--- config.mk ---
export PLATFORM = sky130hd
export DESIGN_NAME = modular_inverse_extgcd
export DESIGN_NICKNAME = d
export VERILOG_FILES = /design/src/design/modinv_pkg.sv /design/src/design/modular_inverse_extgcd.sv
export SDC_FILE = /design/constraint.sdc
export NUM_CORES = 1
export LEC_CHECK = 0
export BUFFER_PORTS_ARGS = -buffer_cell sky130_fd_sc_hd__buf_4
export CAP_MARGIN = 20
export CORE_ASPECT_RATIO = 0.7
export CORE_MARGIN = 5
export CORE_UTILIZATION = 55
export CTS_CLUSTER_DIAMETER = 30
export DETAILED_ROUTE_END_ITERATION = 16
export MAX_ROUTING_LAYER = met4
export PLACE_DENSITY = 0.73
export SYNTH_ARGS = -nofsm -noshare
export SYNTH_HDL_FRONTEND = slang
export SYNTH_SLANG_ARGS = --single-unit
export TNS_END_PERCENT = 1
--- constraint.sdc ---
create_clock -name clk -period 9.5 [get_ports clk]
set_input_delay 1.9 -clock clk [delete_from_list [all_inputs] [get_ports clk]]
set_output_delay 1.9 -clock clk [all_outputs]
set_load 0.02 [all_outputs]
--- src/design/modinv_pkg.sv ---
// Shared constants and the microcode program of the modular inverse block.
// No dependencies; imported by design/modular_inverse_extgcd.sv and sim/modular_inverse_extgcd_tb.sv.
package modinv_pkg;

  localparam int MODINV_WIDTH = 30;
  localparam logic [63:0] MODULUS_RESET = 64'd1000000007;

  // Microcode sequencing.
  localparam int PC_W = 3;

  localparam logic [PC_W-1:0] PC_WAIT   = 3'd0;
  localparam logic [PC_W-1:0] PC_TEST   = 3'd1;
  localparam logic [PC_W-1:0] PC_DIV    = 3'd2;
  localparam logic [PC_W-1:0] PC_UPDATE = 3'd3;
  localparam logic [PC_W-1:0] PC_EMIT   = 3'd4;

  localparam logic [2:0] OP_LOAD    = 3'd0;
  localparam logic [2:0] OP_DIVINIT = 3'd1;
  localparam logic [2:0] OP_DIVSTEP = 3'd2;
  localparam logic [2:0] OP_UPDATE  = 3'd3;
  localparam logic [2:0] OP_EMIT    = 3'd4;

  localparam logic [2:0] C_ALWAYS   = 3'd0;
  localparam logic [2:0] C_IN_VALID = 3'd1;
  localparam logic [2:0] C_R_ZERO   = 3'd2;
  localparam logic [2:0] C_CNT_DONE = 3'd3;
  localparam logic [2:0] C_OUT_FREE = 3'd4;

  typedef struct packed {
    logic [2:0]      op;
    logic [2:0]      cond;
    logic [PC_W-1:0] jmp_t;  // taken when the condition holds
    logic [PC_W-1:0] jmp_f;  // taken otherwise
  } uword_t;

  // Control store: one word per step of the extended Euclidean loop.
  function automatic uword_t ucode_rom(input logic [PC_W-1:0] pc);
    uword_t w;
    case (pc)
      PC_WAIT:   w = '{op: OP_LOAD,    cond: C_IN_VALID, jmp_t: PC_TEST,   jmp_f: PC_WAIT};
      PC_TEST:   w = '{op: OP_DIVINIT, cond: C_R_ZERO,   jmp_t: PC_EMIT,   jmp_f: PC_DIV};
      PC_DIV:    w = '{op: OP_DIVSTEP, cond: C_CNT_DONE, jmp_t: PC_UPDATE, jmp_f: PC_DIV};
      PC_UPDATE: w = '{op: OP_UPDATE,  cond: C_ALWAYS,   jmp_t: PC_TEST,   jmp_f: PC_TEST};
      PC_EMIT:   w = '{op: OP_EMIT,    cond: C_OUT_FREE, jmp_t: PC_WAIT,   jmp_f: PC_EMIT};
      default:   w = '{op: OP_EMIT,    cond: C_ALWAYS,   jmp_t: PC_WAIT,   jmp_f: PC_WAIT};
    endcase
    return w;
  endfunction

endpackage

--- src/design/modular_inverse_extgcd.sv ---
// Per item, the sequencer takes the input transfer and then runs n quotient steps (n = number
// of quotient steps, up to about 44 for 30-bit operands); each step is a test, a bit-serial
// division that forms one quotient bit per division step, and an update; a final test leads to the emit step.
// The block works on one item at a time; the emit step waits while the output register
// holds a result not yet taken, and the next transfer can be taken as soon as the result
// is placed in the output register, even while that result still waits to be taken.
// Reset (rst_n, synchronous, active low) returns the sequencer to its wait step, drops
// the output valid and loads the modulus register with 1000000007.
//
// Modular inverse by the extended Euclidean algorithm, microcoded.
// Depends on design/modinv_pkg.sv.
module modular_inverse_extgcd #(
  parameter int WIDTH = modinv_pkg::MODINV_WIDTH
) (
  input  logic                             clk,
  input  logic                             rst_n,
  // Configuration write channel: modulus.
  input  logic                             cfg_valid,
  output logic                             cfg_ready,
  input  logic [WIDTH-1:0]                 cfg_data,
  // Input stream. in_tdata: value [WIDTH-1:0], zero padding above.
  input  logic                             in_tvalid,
  output logic                             in_tready,
  input  logic [((WIDTH+7)/8)*8-1:0]       in_tdata,
  // Result stream. out_tdata: inverse [WIDTH-1:0], common_divisor [2*WIDTH-1:WIDTH],
  // zero padding above.
  output logic                             out_tvalid,
  input  logic                             out_tready,
  output logic [((2*WIDTH+7)/8)*8-1:0]     out_tdata
);
  import modinv_pkg::*;

  // Coefficients stay within the modulus in magnitude; two extra bits hold the sign
  // and the intermediate product old_s - q*s, which is formed modulo 2^CW.
  localparam int CW   = WIDTH + 2;
  localparam int CNTW = (WIDTH > 1) ? $clog2(WIDTH) : 1;
  localparam int OUTW = ((2*WIDTH+7)/8)*8;

  logic [WIDTH-1:0] mod_r,   mod_nxt;
  logic [PC_W-1:0]  pc_r,    pc_nxt;
  logic [WIDTH-1:0] old_r_r, old_r_nxt;
  logic [WIDTH-1:0] r_r,     r_nxt;
  logic [CW-1:0]    old_s_r, old_s_nxt;
  logic [CW-1:0]    s_r,     s_nxt;
  logic [WIDTH-1:0] dvd_r,   dvd_nxt;
  logic [WIDTH-1:0] rem_r,   rem_nxt;
  logic [CW-1:0]    acc_r,   acc_nxt;
  logic [CNTW-1:0]  cnt_r,   cnt_nxt;
  logic             out_valid_r, out_valid_nxt;
  logic [WIDTH-1:0] out_inv_r,   out_inv_nxt;
  logic [WIDTH-1:0] out_gcd_r,   out_gcd_nxt;

  uword_t           uw;
  logic             cond_ok;
  logic             out_free;
  logic [WIDTH:0]   rem_sh;
  logic             q_bit;
  logic [WIDTH:0]   rem_diff;
  logic             coef_neg;
  logic [CW-1:0]    coef_mag;
  logic [WIDTH-1:0] mag_w;
  logic [WIDTH-1:0] mag_red;
  logic [WIDTH-1:0] inv_val;

  assign uw        = ucode_rom(pc_r);
  assign out_free  = !out_valid_r || out_tready;
  assign in_tready = (uw.op == OP_LOAD);
  assign cfg_ready = 1'b1;

  always_comb begin
    case (uw.cond)
      C_ALWAYS:   cond_ok = 1'b1;
      C_IN_VALID: cond_ok = in_tvalid;
      C_R_ZERO:   cond_ok = (r_r == '0);
      C_CNT_DONE: cond_ok = (cnt_r == '0);
      C_OUT_FREE: cond_ok = out_free;
      default:    cond_ok = 1'b1;
    endcase
  end

  // One restoring division step: shift the next dividend bit into the remainder.
  assign rem_sh   = {rem_r, dvd_r[WIDTH-1]};
  assign q_bit    = (rem_sh >= {1'b0, r_r});
  assign rem_diff = rem_sh - {1'b0, r_r};

  // Final reduction of the signed Bezout coefficient into 0..modulus-1. Its magnitude
  // never exceeds the modulus, so one compare-and-subtract is enough.
  assign coef_neg = old_s_r[CW-1];
  assign coef_mag = coef_neg ? (~old_s_r + CW'(1)) : old_s_r;
  assign mag_w    = coef_mag[WIDTH-1:0];
  assign mag_red  = (mag_w >= mod_r) ? (mag_w - mod_r) : mag_w;

  always_comb begin
    if (mod_r == '0) begin
      inv_val = '0;
    end else if (coef_neg && (mag_red != '0)) begin
      inv_val = mod_r - mag_red;
    end else begin
      inv_val = mag_red;
    end
  end

  always_comb begin
    mod_nxt       = mod_r;
    pc_nxt        = cond_ok ? uw.jmp_t : uw.jmp_f;
    old_r_nxt     = old_r_r;
    r_nxt         = r_r;
    old_s_nxt     = old_s_r;
    s_nxt         = s_r;
    dvd_nxt       = dvd_r;
    rem_nxt       = rem_r;
    acc_nxt       = acc_r;
    cnt_nxt       = cnt_r;
    out_valid_nxt = out_valid_r && !out_tready;
    out_inv_nxt   = out_inv_r;
    out_gcd_nxt   = out_gcd_r;

    if (cfg_valid) begin
      mod_nxt = cfg_data;
    end

    case (uw.op)
      OP_LOAD: begin
        if (in_tvalid) begin
          old_r_nxt = in_tdata[WIDTH-1:0];
          r_nxt     = mod_r;
          old_s_nxt = CW'(1);
          s_nxt     = '0;
        end
      end
      OP_DIVINIT: begin
        dvd_nxt = old_r_r;
        rem_nxt = '0;
        acc_nxt = '0;
        cnt_nxt = CNTW'(WIDTH - 1);
      end
      OP_DIVSTEP: begin
        // Quotient bits arrive MSB first, so q*s builds up by shift and add.
        dvd_nxt = {dvd_r[WIDTH-2:0], 1'b0};
        rem_nxt = q_bit ? rem_diff[WIDTH-1:0] : rem_sh[WIDTH-1:0];
        acc_nxt = {acc_r[CW-2:0], 1'b0} + (q_bit ? s_r : '0);
        cnt_nxt = cnt_r - CNTW'(1);
      end
      OP_UPDATE: begin
        old_r_nxt = r_r;
        r_nxt     = rem_r;
        old_s_nxt = s_r;
        s_nxt     = old_s_r - acc_r;
      end
      OP_EMIT: begin
        if (out_free) begin
          out_valid_nxt = 1'b1;
          out_inv_nxt   = inv_val;
          out_gcd_nxt   = old_r_r;
        end
      end
      default: begin
        pc_nxt = PC_WAIT;
      end
    endcase
  end

  always_ff @(posedge clk) begin
    if (!rst_n) begin
      mod_r       <= MODULUS_RESET[WIDTH-1:0];
      pc_r        <= PC_WAIT;
      out_valid_r <= 1'b0;
    end else begin
      mod_r       <= mod_nxt;
      pc_r        <= pc_nxt;
      out_valid_r <= out_valid_nxt;
    end
  end

  always_ff @(posedge clk) begin
    old_r_r   <= old_r_nxt;
    r_r       <= r_nxt;
    old_s_r   <= old_s_nxt;
    s_r       <= s_nxt;
    dvd_r     <= dvd_nxt;
    rem_r     <= rem_nxt;
    acc_r     <= acc_nxt;
    cnt_r     <= cnt_nxt;
    out_inv_r <= out_inv_nxt;
    out_gcd_r <= out_gcd_nxt;
  end

  assign out_tvalid = out_valid_r;
  assign out_tdata  = OUTW'({out_gcd_r, out_inv_r});

`ifndef SYNTHESIS
  // The divider only runs with a nonzero divisor.
  assert property (@(posedge clk) disable iff (!rst_n)
    (pc_r == PC_DIV) |-> (r_r != '0))
    else $error("division step entered with zero divisor");

  // The partial remainder always stays below the divisor.
  assert property (@(posedge clk) disable iff (!rst_n)
    (pc_r == PC_DIV) |-> (rem_r < r_r))
    else $error("partial remainder not below divisor");

  // A new result appears only out of the emit step.
  assert property (@(posedge clk) disable iff (!rst_n)
    (out_tvalid && !$past(out_tvalid && !out_tready)) |-> $past(pc_r == PC_EMIT))
    else $error("result raised outside the emit step");

  // An accepted input always starts the quotient loop.
  assert property (@(posedge clk) disable iff (!rst_n)
    (in_tvalid && in_tready) |=> (pc_r == PC_TEST))
    else $error("accepted input did not start the loop");

  // The reduced inverse is below a nonzero modulus.
  assert property (@(posedge clk) disable iff (!rst_n)
    (out_tvalid && (mod_r != '0)) |-> (out_inv_r < mod_r))
    else $error("inverse not reduced below modulus");
`endif

endmodule

**Word level (Yosys, flattened, before mapping)**

Index checks and enable logic that the tools add are counted.

- Flip-flop bits (word level): 315
- Word-level logic and storage cells: 75
- Bits of input ports: 67

- Add/sub/neg operators: 7
- Bitwise gates (word level): 1
- Reduce and logical (&&, ||, !) cells: 17
- Eq/ne operators: 13
- Muxes and demuxes: 22
- Order comparisons: 2

Operators with widths:

| operator | number |
|---|---|
| 30-bit case mux with 2 select lines | 4 |
| 32-bit case mux with 2 select lines | 3 |
| 30-bit two-way mux | 6 |
| 32-bit two-way mux | 3 |
| 30-bit subtractor | 3 |
| 30-bit logical NOT | 2 |
| 12-bit case mux with 5 select lines | 1 |
| 32-bit adder | 1 |
| 32-bit subtractor | 1 |
| 31-bit by 30-bit greater-or-equal comparator with 1-bit output | 1 |
| 30-bit by 1-bit adder with 30-bit output (second input constant) | 1 |
| 30-bit greater-or-equal comparator | 1 |
| 30-bit NOT | 1 |
| 30-bit nonzero test | 1 |
| 3-bit by 2-bit equality test with 1-bit output (second input constant) | 6 |
| 5-bit case mux with 2 select lines | 1 |
| 3-bit by 1-bit equality test with 1-bit output (second input constant) | 3 |
| 3-bit equality test (second input constant) | 3 |
| 3-bit logical NOT | 2 |
| 2-bit AND reduction | 3 |
| 5-bit logical NOT | 1 |
| 5-bit OR reduction | 1 |
| 5-bit by 1-bit subtractor with 5-bit output (second input constant) | 1 |
| 1-bit case mux with 4 select lines | 1 |
| 7 further kinds | 11 |

**Depth between registers and ports, before layout**

Gate-level depths: netlist (run 1).

- Depth in word-level cells: 8
- Gate-level depth with buffers: 38
- Mapped depth without buffers: 36

**Worst setup path before layout (run 1)**

Ideal clock, no wire load.

- Path type: register to register
- Start point: register old_s_r[4]
- End point: register out_inv_r[27] (data pin)
- Data arrival time: 8.320 ns
- Data required time: 9.228 ns
- Setup slack: 0.908 ns
- Cell stages (with the launch flop): 35
- Buffers on the path: 3
- Cells stage by stage: edfxtp_1 > or4_1 > buf_2 > or2_1 > or4_1 > or4_1 > o31ai_1 > xor2_1 > inv_1 > ha_1 > and4_1 > and3_1 > nand4_1 > a211o_4 > nand2_4 > buf_4 > buf_4 > o21ai_0 > ha_1 > nor2b_1 > o21ai_0 > nand2_1 > a31o_2 > a21o_1 > a211oi_1 > maj3_2 > o311ai_1 > maj3_2 > a221oi_2 > a211o_2 > o21ai_2 > a2111o_1 > a41oi_2 > nor3b_1 > a2111oi_2

- Word-level cells in the longest chain between the ends: 8

RTL lines:

| item | line | source |
|---|---|---|
| start: declaration | modular_inverse_extgcd.sv:43 | `logic [CW-1:0] old_s_r, old_s_nxt;` |
| start signal: assignment | modular_inverse_extgcd.sv:178 | `old_s_r <= old_s_nxt;` |
| 30-bit NOT | modular_inverse_extgcd.sv:89 | `assign coef_mag = coef_neg ? (~old_s_r + CW'(1)) : old_s_r;` |
| 30-bit by 1-bit adder with 30-bit output | modular_inverse_extgcd.sv:89 |  |
| 30-bit two-way mux * | modular_inverse_extgcd.sv:89 |  |
| 30-bit subtractor / 30-bit greater-or-equal comparator (equally long branches) | modular_inverse_extgcd.sv:91 | `assign mag_red = (mag_w >= mod_r) ? (mag_w - mod_r) : mag_w;` |
| 30-bit two-way mux * | modular_inverse_extgcd.sv:91 |  |
| parallel branches: the longest is 2 deep, another holds 30-bit subtractor | -- |  |
| 30-bit two-way mux * | modular_inverse_extgcd.sv:96 | `end else if (coef_neg && (mag_red != '0)) begin` |
| end signal: assignment | modular_inverse_extgcd.sv:184 | `out_inv_r <= out_inv_nxt;` |
| end: declaration | modular_inverse_extgcd.sv:50 | `logic [WIDTH-1:0] out_inv_r, out_inv_nxt;` |

Every way passes the cells marked *.
A chain may end at the register's enable or synchronous reset.

**Worst setup path after layout (run 1)**

Ends and elaborated chain as after synthesis.

==> metrics.md, run 1 <==
| Metric | Value |
|---|---|
| Crit-path max FO | 7 |
| Worst rel slew slack | 26.3% |
| DR top layer | met4 |
| Critical-path top delay cell | or4_1 |
| Max clock buf depth | 3 |
| Synth Area in Compound Gates | 16.7% |
| Total power | between 0.005 and 0.006 W |
| Critical Path RT | between 9 and 10 ns |
| Yosys reg bits | 315 |
| Final hold violations | 0 |
| Synth area leader | edfxtp_1 |
| Area delta synth->final | 16.5% |
| Initial antenna violation count | 3 |
| Reg2reg start | old_s_r[4] |
| Reg2reg setup slack | 0.39 ns |
| Non-filler instance count after layout | around 3000 |
| Largest family of logic cells by synthesized area | simple AND/OR/NAND/NOR gates |
| Insertion delay of the later-clocked pin in the worst-skew pair | 0.61 ns |
| Die width | 246 µm |
| Register area share after synthesis | between 40% and 50% |
| TritonCTS clock tree | done |
| Pre-CTS setup slack | 0.534 ns |
| Hold Crit Class | reg2reg |
| Routed vias | approximately 18000 |
| Ranking of synthesized cells by area | edfxtp_1 (39%), ha_1 (7.9%), nand2_1 (5.4%), xnor2_1 (4.6%), o21ai_0 (3.3%) |
| XOR/XNOR share of the synthesized area | under 10% |
| Largest net degree at the start of global routing | a little under 90 |
| Drt drc | 0 |
| Vias per cell | about 6.0 |
| Most common cell after layout, fill and taps aside | nand2_1 |
| Vias in the first global route | between 15000 and 20000 |
| Setup crit end | out_inv_r[27] |
| Multiplexer share of the synthesized area | about 1.8% |
| Arrival time at the worst endpoint | ~9.5 ns |
| Crit path time final | between 9 and 10 ns |
| Max Cap Viol | 0 |
| # IOs | 134 |
| Max Fclk | 110 MHz |
| First-pass GRT wire length | roughly 94000 µm |
| Top_reg_cell synth | edfxtp_1 |
| Async set-reset flop share out of synthesis | 0% |
| Synth warn | 0 |
| Tcrit/Tclk final | around 96% |
| Post-synthesis instance area | between 20000 and 25000 µm² |
| Routed wl met3 | roughly 5400 µm |
| CP Launch Type | flop |
| Most frequent CP cell | or4_1 |
| Drt wl/cell | roughly 20 µm |
| Clock skew | around 0.04 ns |
| Row count | 60 |
| Crit path capture type | flop |
| Placer Congestion | ~0.94 |
| Share of layout cells above drive strength 1 | between 10% and 20% |
| Status | completed |
| Filler cells | roughly 3100 |
| Core area | approximately 39000 µm² |
| Final Max Tran Viols | 0 |
| Chip height | roughly 180 µm |
| R2r endpoint | out_inv_r[27] |
| Register area | 9120 µm² |
| Leak | 10.3 nW |
| Setup TNS | 0 ns |
| Worst path max stage delay | approximately 0.60 ns |
| TritonCTS Buffers | just over 60 |
| CTS clock-pin slew for the worst setup and hold paths | ~0.050 ns |
| DRT Wirelength | roughly 61000 µm |
| Pwr/cell area | 225 nW/µm² |
| Starting Density | around 56% |
| Adder-Cell Fraction of Synth Area | 8.89% |
| Root buf cell | clkbuf_16 |
| Endpoints failing setup | 0 |
| Wire length on met2 | 26500 µm |
| Least-Margin Pin Slew | roughly 1.1 ns |
| Clk sinks | about 320 |
| Commonest non-fill, non-tap cells in the layout | nand2_1 (305), edfxtp_1 (281), nor2_1 (167) |
| Gr ovfl total | 0 |
| Mapped Cells | 2322 |
| Multi-input logic area | around 11000 µm² |
| Fin nets | 2653 |
| Total GRT Usage | roughly 28% |
| Distinct cells, synth | a little over 90 |
| M1 WL | about 27000 µm |
| Die outline area | approximately 43000 µm² |
| 1st-pass router iterations | 6 |
| Drt initial violations | between 1500 and 2000 |
| Final worst slack | between 0.3 and 0.4 ns |
| DP Wirelength | around 44000 µm |
| Yosys top cell area share | 39.2% |
| Post-Syn Area per Cell | about 9.3 µm² |
| Port Buffers | between 100 and 150 |
| Worst r2r path cells | 31 |
| RSZ-0062 raised after global routing | yes |
| EDFF count, synth | approximately 280 |
| H-tree Lvls | 2 |
| Simple-gate share of the synthesized area | a little under a fifth |
| Crit path from | old_s_r[4] |
| Post-CTS setup repair buffer count | 0 |
| Placed cells | around 2900 |
| Antenna Nets Post-Route | 0 |
| Kind of critical path | reg2reg |
| Worst IR Drop VDD | between 0.15 and 0.2 mV |
-- sequential cells by signal (all words and copies together) (netlist names) --
| signal | cells |
|---|---|
| old_s_r | 32 |
| acc_r | 32 |
| dvd_r | 30 |
| rem_r | 30 |
| pc_r | 3 |
| out_gcd_r | 30 |
| s_r | 32 |
| r_r | 30 |
| out_inv_r | 30 |
| cnt_r | 5 |
| old_r_r | 30 |
| out_tvalid | 1 |
| mod_r | 30 |
-- layout make-up --
| class | count | share of cell area (%) |
|---|---|---|
| flip-flops and latches | 315 | 36.4 |
| clock buffers | 66 | 6.37 |
| clock inverters | 47 | 1.87 |
| repair buffers | 154 | 4.61 |
| well taps | 527 | 2.63 |
| multi-input cells | 1751 | 45.7 |
| diodes | 1 | 0.00998 |
| inverters | 163 | 2.45 |
-- kinds of logic after synthesis --
kind of cell,count (synthesis)
xor+xnor,154
flops,315
other cells,2
buf+inv,259
simple gates,862
fa+ha+maj,152
compound gates,541
mux,37
-- how the worst min path moves through the flow --
stage                     depth (start not counted)         from       endpoint
final                                             0  old_r_r[13]  out_gcd_r[13]
after floorplan                                   0   old_r_r[0]   out_gcd_r[0]
after global placement                            0  old_r_r[20]  out_gcd_r[20]
after CTS                                         0  old_r_r[22]  out_gcd_r[22]
after global routing                              0  old_r_r[11]  out_gcd_r[11]
after detailed placement                          0  old_r_r[11]  out_gcd_r[11]
-- worst max-delay path: cells and delay by family (launching register included) --
kind / cells / cell delay, ns
AND/OR/NAND/NOR: 11 / 3.34
flip-flops: 1 / 0.46
adder cells (fa/ha/maj): 4 / 1.40
XOR/XNOR: 1 / 0.23
AO/OA/AOI/OAI: 14 / 3.35
buffers and inverters: 1 / 0.07
-- through the flow --
| step | util, % | hold WS (ns) | area, µm² |
|---|---|---|---|
| after global routing | 65.1 | 0.453 | 25100 |
| final | 65.1 | 0.444 | 25100 |
| after CTS | 65.1 | 0.445 | 25100 |
| after detailed placement | 59.7 | 0.432 | 23000 |
| after floorplan | - | 0.417 | 21500 |
| after global placement | 59.7 | 0.430 | 23000 |
-- cells in the mapped netlist, types with 29 or more instances --
master	instances
o211ai_1	29
dfxtp_1	34
nand2_1	307
ha_1	135
o21ai_0	141
a21oi_1	125
a21o_1	48
nor3_1	61
and3_1	29
and2_1	77
nor2_1	170
xnor2_1	112
clkbuf_1	75
inv_1	160
nand2b_1	31
mux2i_1	32
edfxtp_1	281
xor2_1	42
nand3_1	54
nor2b_1	35
-- routing by layer --
layer,up-vias,global-route usage (%)
li1,8639,-
met1,8674,38.7
met2,709,41.4
met3,117,6.63
met4,0,8.32
met5,-,-
-- timing repair --
action / CTS / global route
setup endpoints to repair: 0 / 7
gates resized for setup: 0 / 5
hold buffers: 0 / 0
-- power by group --
| part | internal, W | switching (W) | leakage [nW] | total [W] |
|---|---|---|---|---|
| logic | 0.000694 | 0.00106 | 6.39 | 0.00175 |
| clock network | 0.00133 | 0.000814 | 0.999 | 0.00214 |
| registers | 0.00167 | 0.0000869 | 2.95 | 0.00176 |
| total | 0.00369 | 0.00196 | 10.3 | 0.00565 |
No activity file was read; power rests on OpenSTA's default activity.
==> inputs of run 2 (changes only) <==
--- a/config.mk
+++ b/config.mk
@@ -14,6 +14,7 @@
 export DETAILED_ROUTE_END_ITERATION = 16
 export MAX_ROUTING_LAYER = met4
 export PLACE_DENSITY = 0.73
+export REMOVE_ABC_BUFFERS = 1
 export SYNTH_ARGS = -nofsm -noshare
 export SYNTH_HDL_FRONTEND = slang
 export SYNTH_SLANG_ARGS = --single-unit
==> run 2 against run 1 <==
Against the previous run:
- sequential power about the same
- flip-flop and latch count unchanged
- critical path depth increased by 1
- global-route usage decreased by 0.82 points
- via count decreased by 0.75%
- wire length decreased by 3.5%
- non-clock buffer count increased by 3
- critical path type unchanged
- largest cell class unchanged
- highest routed layer unchanged
==> metrics.md, run 2 (synthesis results as in run 1) <==
| Metric | Value |
|---|---|
| Status | completed |
| Placer Congestion | 0.962 (+2.4%) |
| Total GRT Usage | 27.2% (-0.82 points) |
| Arrival time at the worst endpoint | 9.47 ns (about the same) |
| Max clock buf depth | 3 (unchanged) |
| Leak | 10.4 nW (+0.60%) |
| # IOs | 134 (unchanged) |
| Finished Cell Area | 25300 µm² (+0.75%) |
| Clock skew | 0.0263 ns (-0.0131 ns) |
| Commonest non-fill, non-tap cells in the layout | nand2_1 (305), edfxtp_1 (281), nor2_1 (167) |
| CP Launch Type | flop |
| Max Cap Viol | 0 (unchanged) |
| Final Max Tran Viols | 0 (unchanged) |
| Chip height | 175 µm (unchanged) |
| Die width | 246 µm (unchanged) |
| Register area | 9120 µm² (unchanged) |
| Port Buffers | 126 (unchanged) |
| Row count | 60 (unchanged) |
| Crit-path max FO | 11 (+4) |
| First-pass GRT wire length | 92300 µm (-2.3%) |
| Filler cells | 3101 (-1.1%) |
| Worst IR Drop VDD | 0.169 mV (+4.1%) |
| Drt wl/cell | 19.3 µm (-3.8%) |
| Cts hold-fix bufs | 0 (unchanged) |
| Insertion delay of the later-clocked pin in the worst-skew pair | 0.57 ns (-0.04 ns) |
| Placed Area | 23000 µm² (+0.10%) |
| RSZ-0062 raised after global routing | yes |
| Clk sinks | 315 (unchanged) |
| Critical-path top delay cell | or4_1 |
| DP Wirelength | 42400 µm (-3.0%) |
| Share of layout cells above drive strength 1 | 12.4% (about the same) |
| Drt drc | 0 (unchanged) |
| Crit path time final | 9.13 ns (+0.0202 ns) |
| Pwr/cell area | 228 nW/µm² (+1.2%) |
| Tcrit/Tclk final | 96.1% (+0.21 points) |
| Area delta synth->final | 17.4% |
| TritonCTS clock tree | done |
| Diode count | 0 (-1) |
| Final core occ | 65.6% (+0.49 points) |
| DRT Wirelength | 58500 µm (-3.5%) |
| Crit path capture type | flop |
| Vias per cell | 5.94 (-1.0%) |
| Fin nets | 2661 (+0.30%) |
| Kind of critical path | reg2reg |
| Setup TNS | 0 ns (unchanged) |
| Crit path max-delay family | compound AO/OA/AOI/OAI gates |
| Worst path max stage delay | 0.58 ns (-0.02 ns) |
| Multi-input logic area | 11500 µm² (+0.35%) |
| Starting Density | 55.9% (unchanged) |
| TritonCTS Buffers | 66 (+8.2%) |
| Drt initial violations | 1888 (+2.8%) |
| Least-Margin Pin Slew | 0.942 ns (-0.135 ns) |
| Final hold violations | 0 (unchanged) |
| Root buf cell | clkbuf_16 |
| Antenna Nets Post-Route | 0 (unchanged) |
| 1st-pass router iterations | 6 (unchanged) |
| Max Fclk | 109 MHz (-0.22%) |
| Worst rel slew slack | 37.2% (+11 points) |
| Placed cells | 2912 (+0.069%) |
| Biggest registers after layout | acc_r (32), old_s_r (32), s_r (32) |
| Gr ovfl total | 0 (unchanged) |
| Core area | 38500 µm² (unchanged) |
| Endpoints failing setup | 0 (unchanged) |
| CTS clock-pin slew for the worst setup and hold paths | 0.05 ns (about the same) |
| Non-filler instance count after layout | 3033 (+0.30%) |
| Hold Crit Class | reg2reg |
| Most common cell after layout, fill and taps aside | nand2_1 |
| Routed vias | 18000 (-0.75%) |
| Buf/Inv on CP | 2 (+1) |
| Largest net degree at the start of global routing | 96 (+7.9%) |
| Initial antenna violation count | 0 (-3) |
| Critical Path RT | 9.84 ns (about the same) |
| Die outline area | 43200 µm² (unchanged) |
| Vias in the first global route | 17200 (-1.2%) |
| H-tree Lvls | 3 (+1) |
[run 2: timing repair]
action,in CTS,in global routing
setup buffers,0,1
setup endpoints to repair,0,9
gates resized for setup,0,10
[run 2: area by class of cell]
cell class | instances | share of cell area, %
repair buffers | 157 | 4.67
inverters | 163 | 2.43
flip-flops and latches | 315 | 36.1
multi-input cells | 1751 | 45.5
well taps | 527 | 2.61
clock buffers | 75 | 6.76
clock inverters | 45 | 1.93
[run 2: path summary, 6_finish.rpt]
| kind | from | endpoint | slack, ns | cells past startpoint |
|---|---|---|---|---|
| setup / recovery | old_s_r[4] | out_inv_r[27] | 0.37 | 32 |
| hold / removal | old_r_r[0] | out_gcd_r[0] | 0.44 | 0 |
| setup reg to reg | old_s_r[4] | out_inv_r[27] | 0.37 | 32 |
| hold reg to reg | old_r_r[0] | out_gcd_r[0] | 0.44 | 0 |
[run 2: per-stage QoR]
| stage | setup WS [ns] | hold slack [ns] | total power (W) |
|---|---|---|---|
| 2_1_floorplan | 0.486 | 0.417 | 0.00306 |
| 3_3_place_gp | 0.518 | 0.428 | 0.00345 |
| 3_5_place_dp | 0.289 | 0.426 | 0.00349 |
| 4_1_cts | 0.225 | 0.434 | 0.00576 |
| 5_1_grt | -0.0782 | 0.452 | 0.00606 |
| 6_report | 0.367 | 0.436 | 0.00576 |
[run 2: layer usage]
| layer | global-route usage, % | share of wire [%] |
|---|---|---|
| met2 | 41.8 | 45 |
| met3 | 3.79 | 6.7 |
| met1 | 38.2 | 46 |
| met4 | 7.13 | 2.4 |
| met5 | - | 0 |
[run 2: worst register-to-register path: cells and delay by family, from the launching register on]
kind | cells | cell delay (ns)
simple gates | 11 | 3.12
buf+inv | 2 | 0.25
compound gates | 14 | 3.48
fa+ha+maj | 4 | 1.37
xor+xnor | 1 | 0.24
flops | 1 | 0.46
[run 2: power breakdown]
part	switching [W]	internal, W
sequential	0.0000868	0.00167
combinational	0.00106	0.000696
clock	0.000774	0.00147
total	0.00192	0.00384
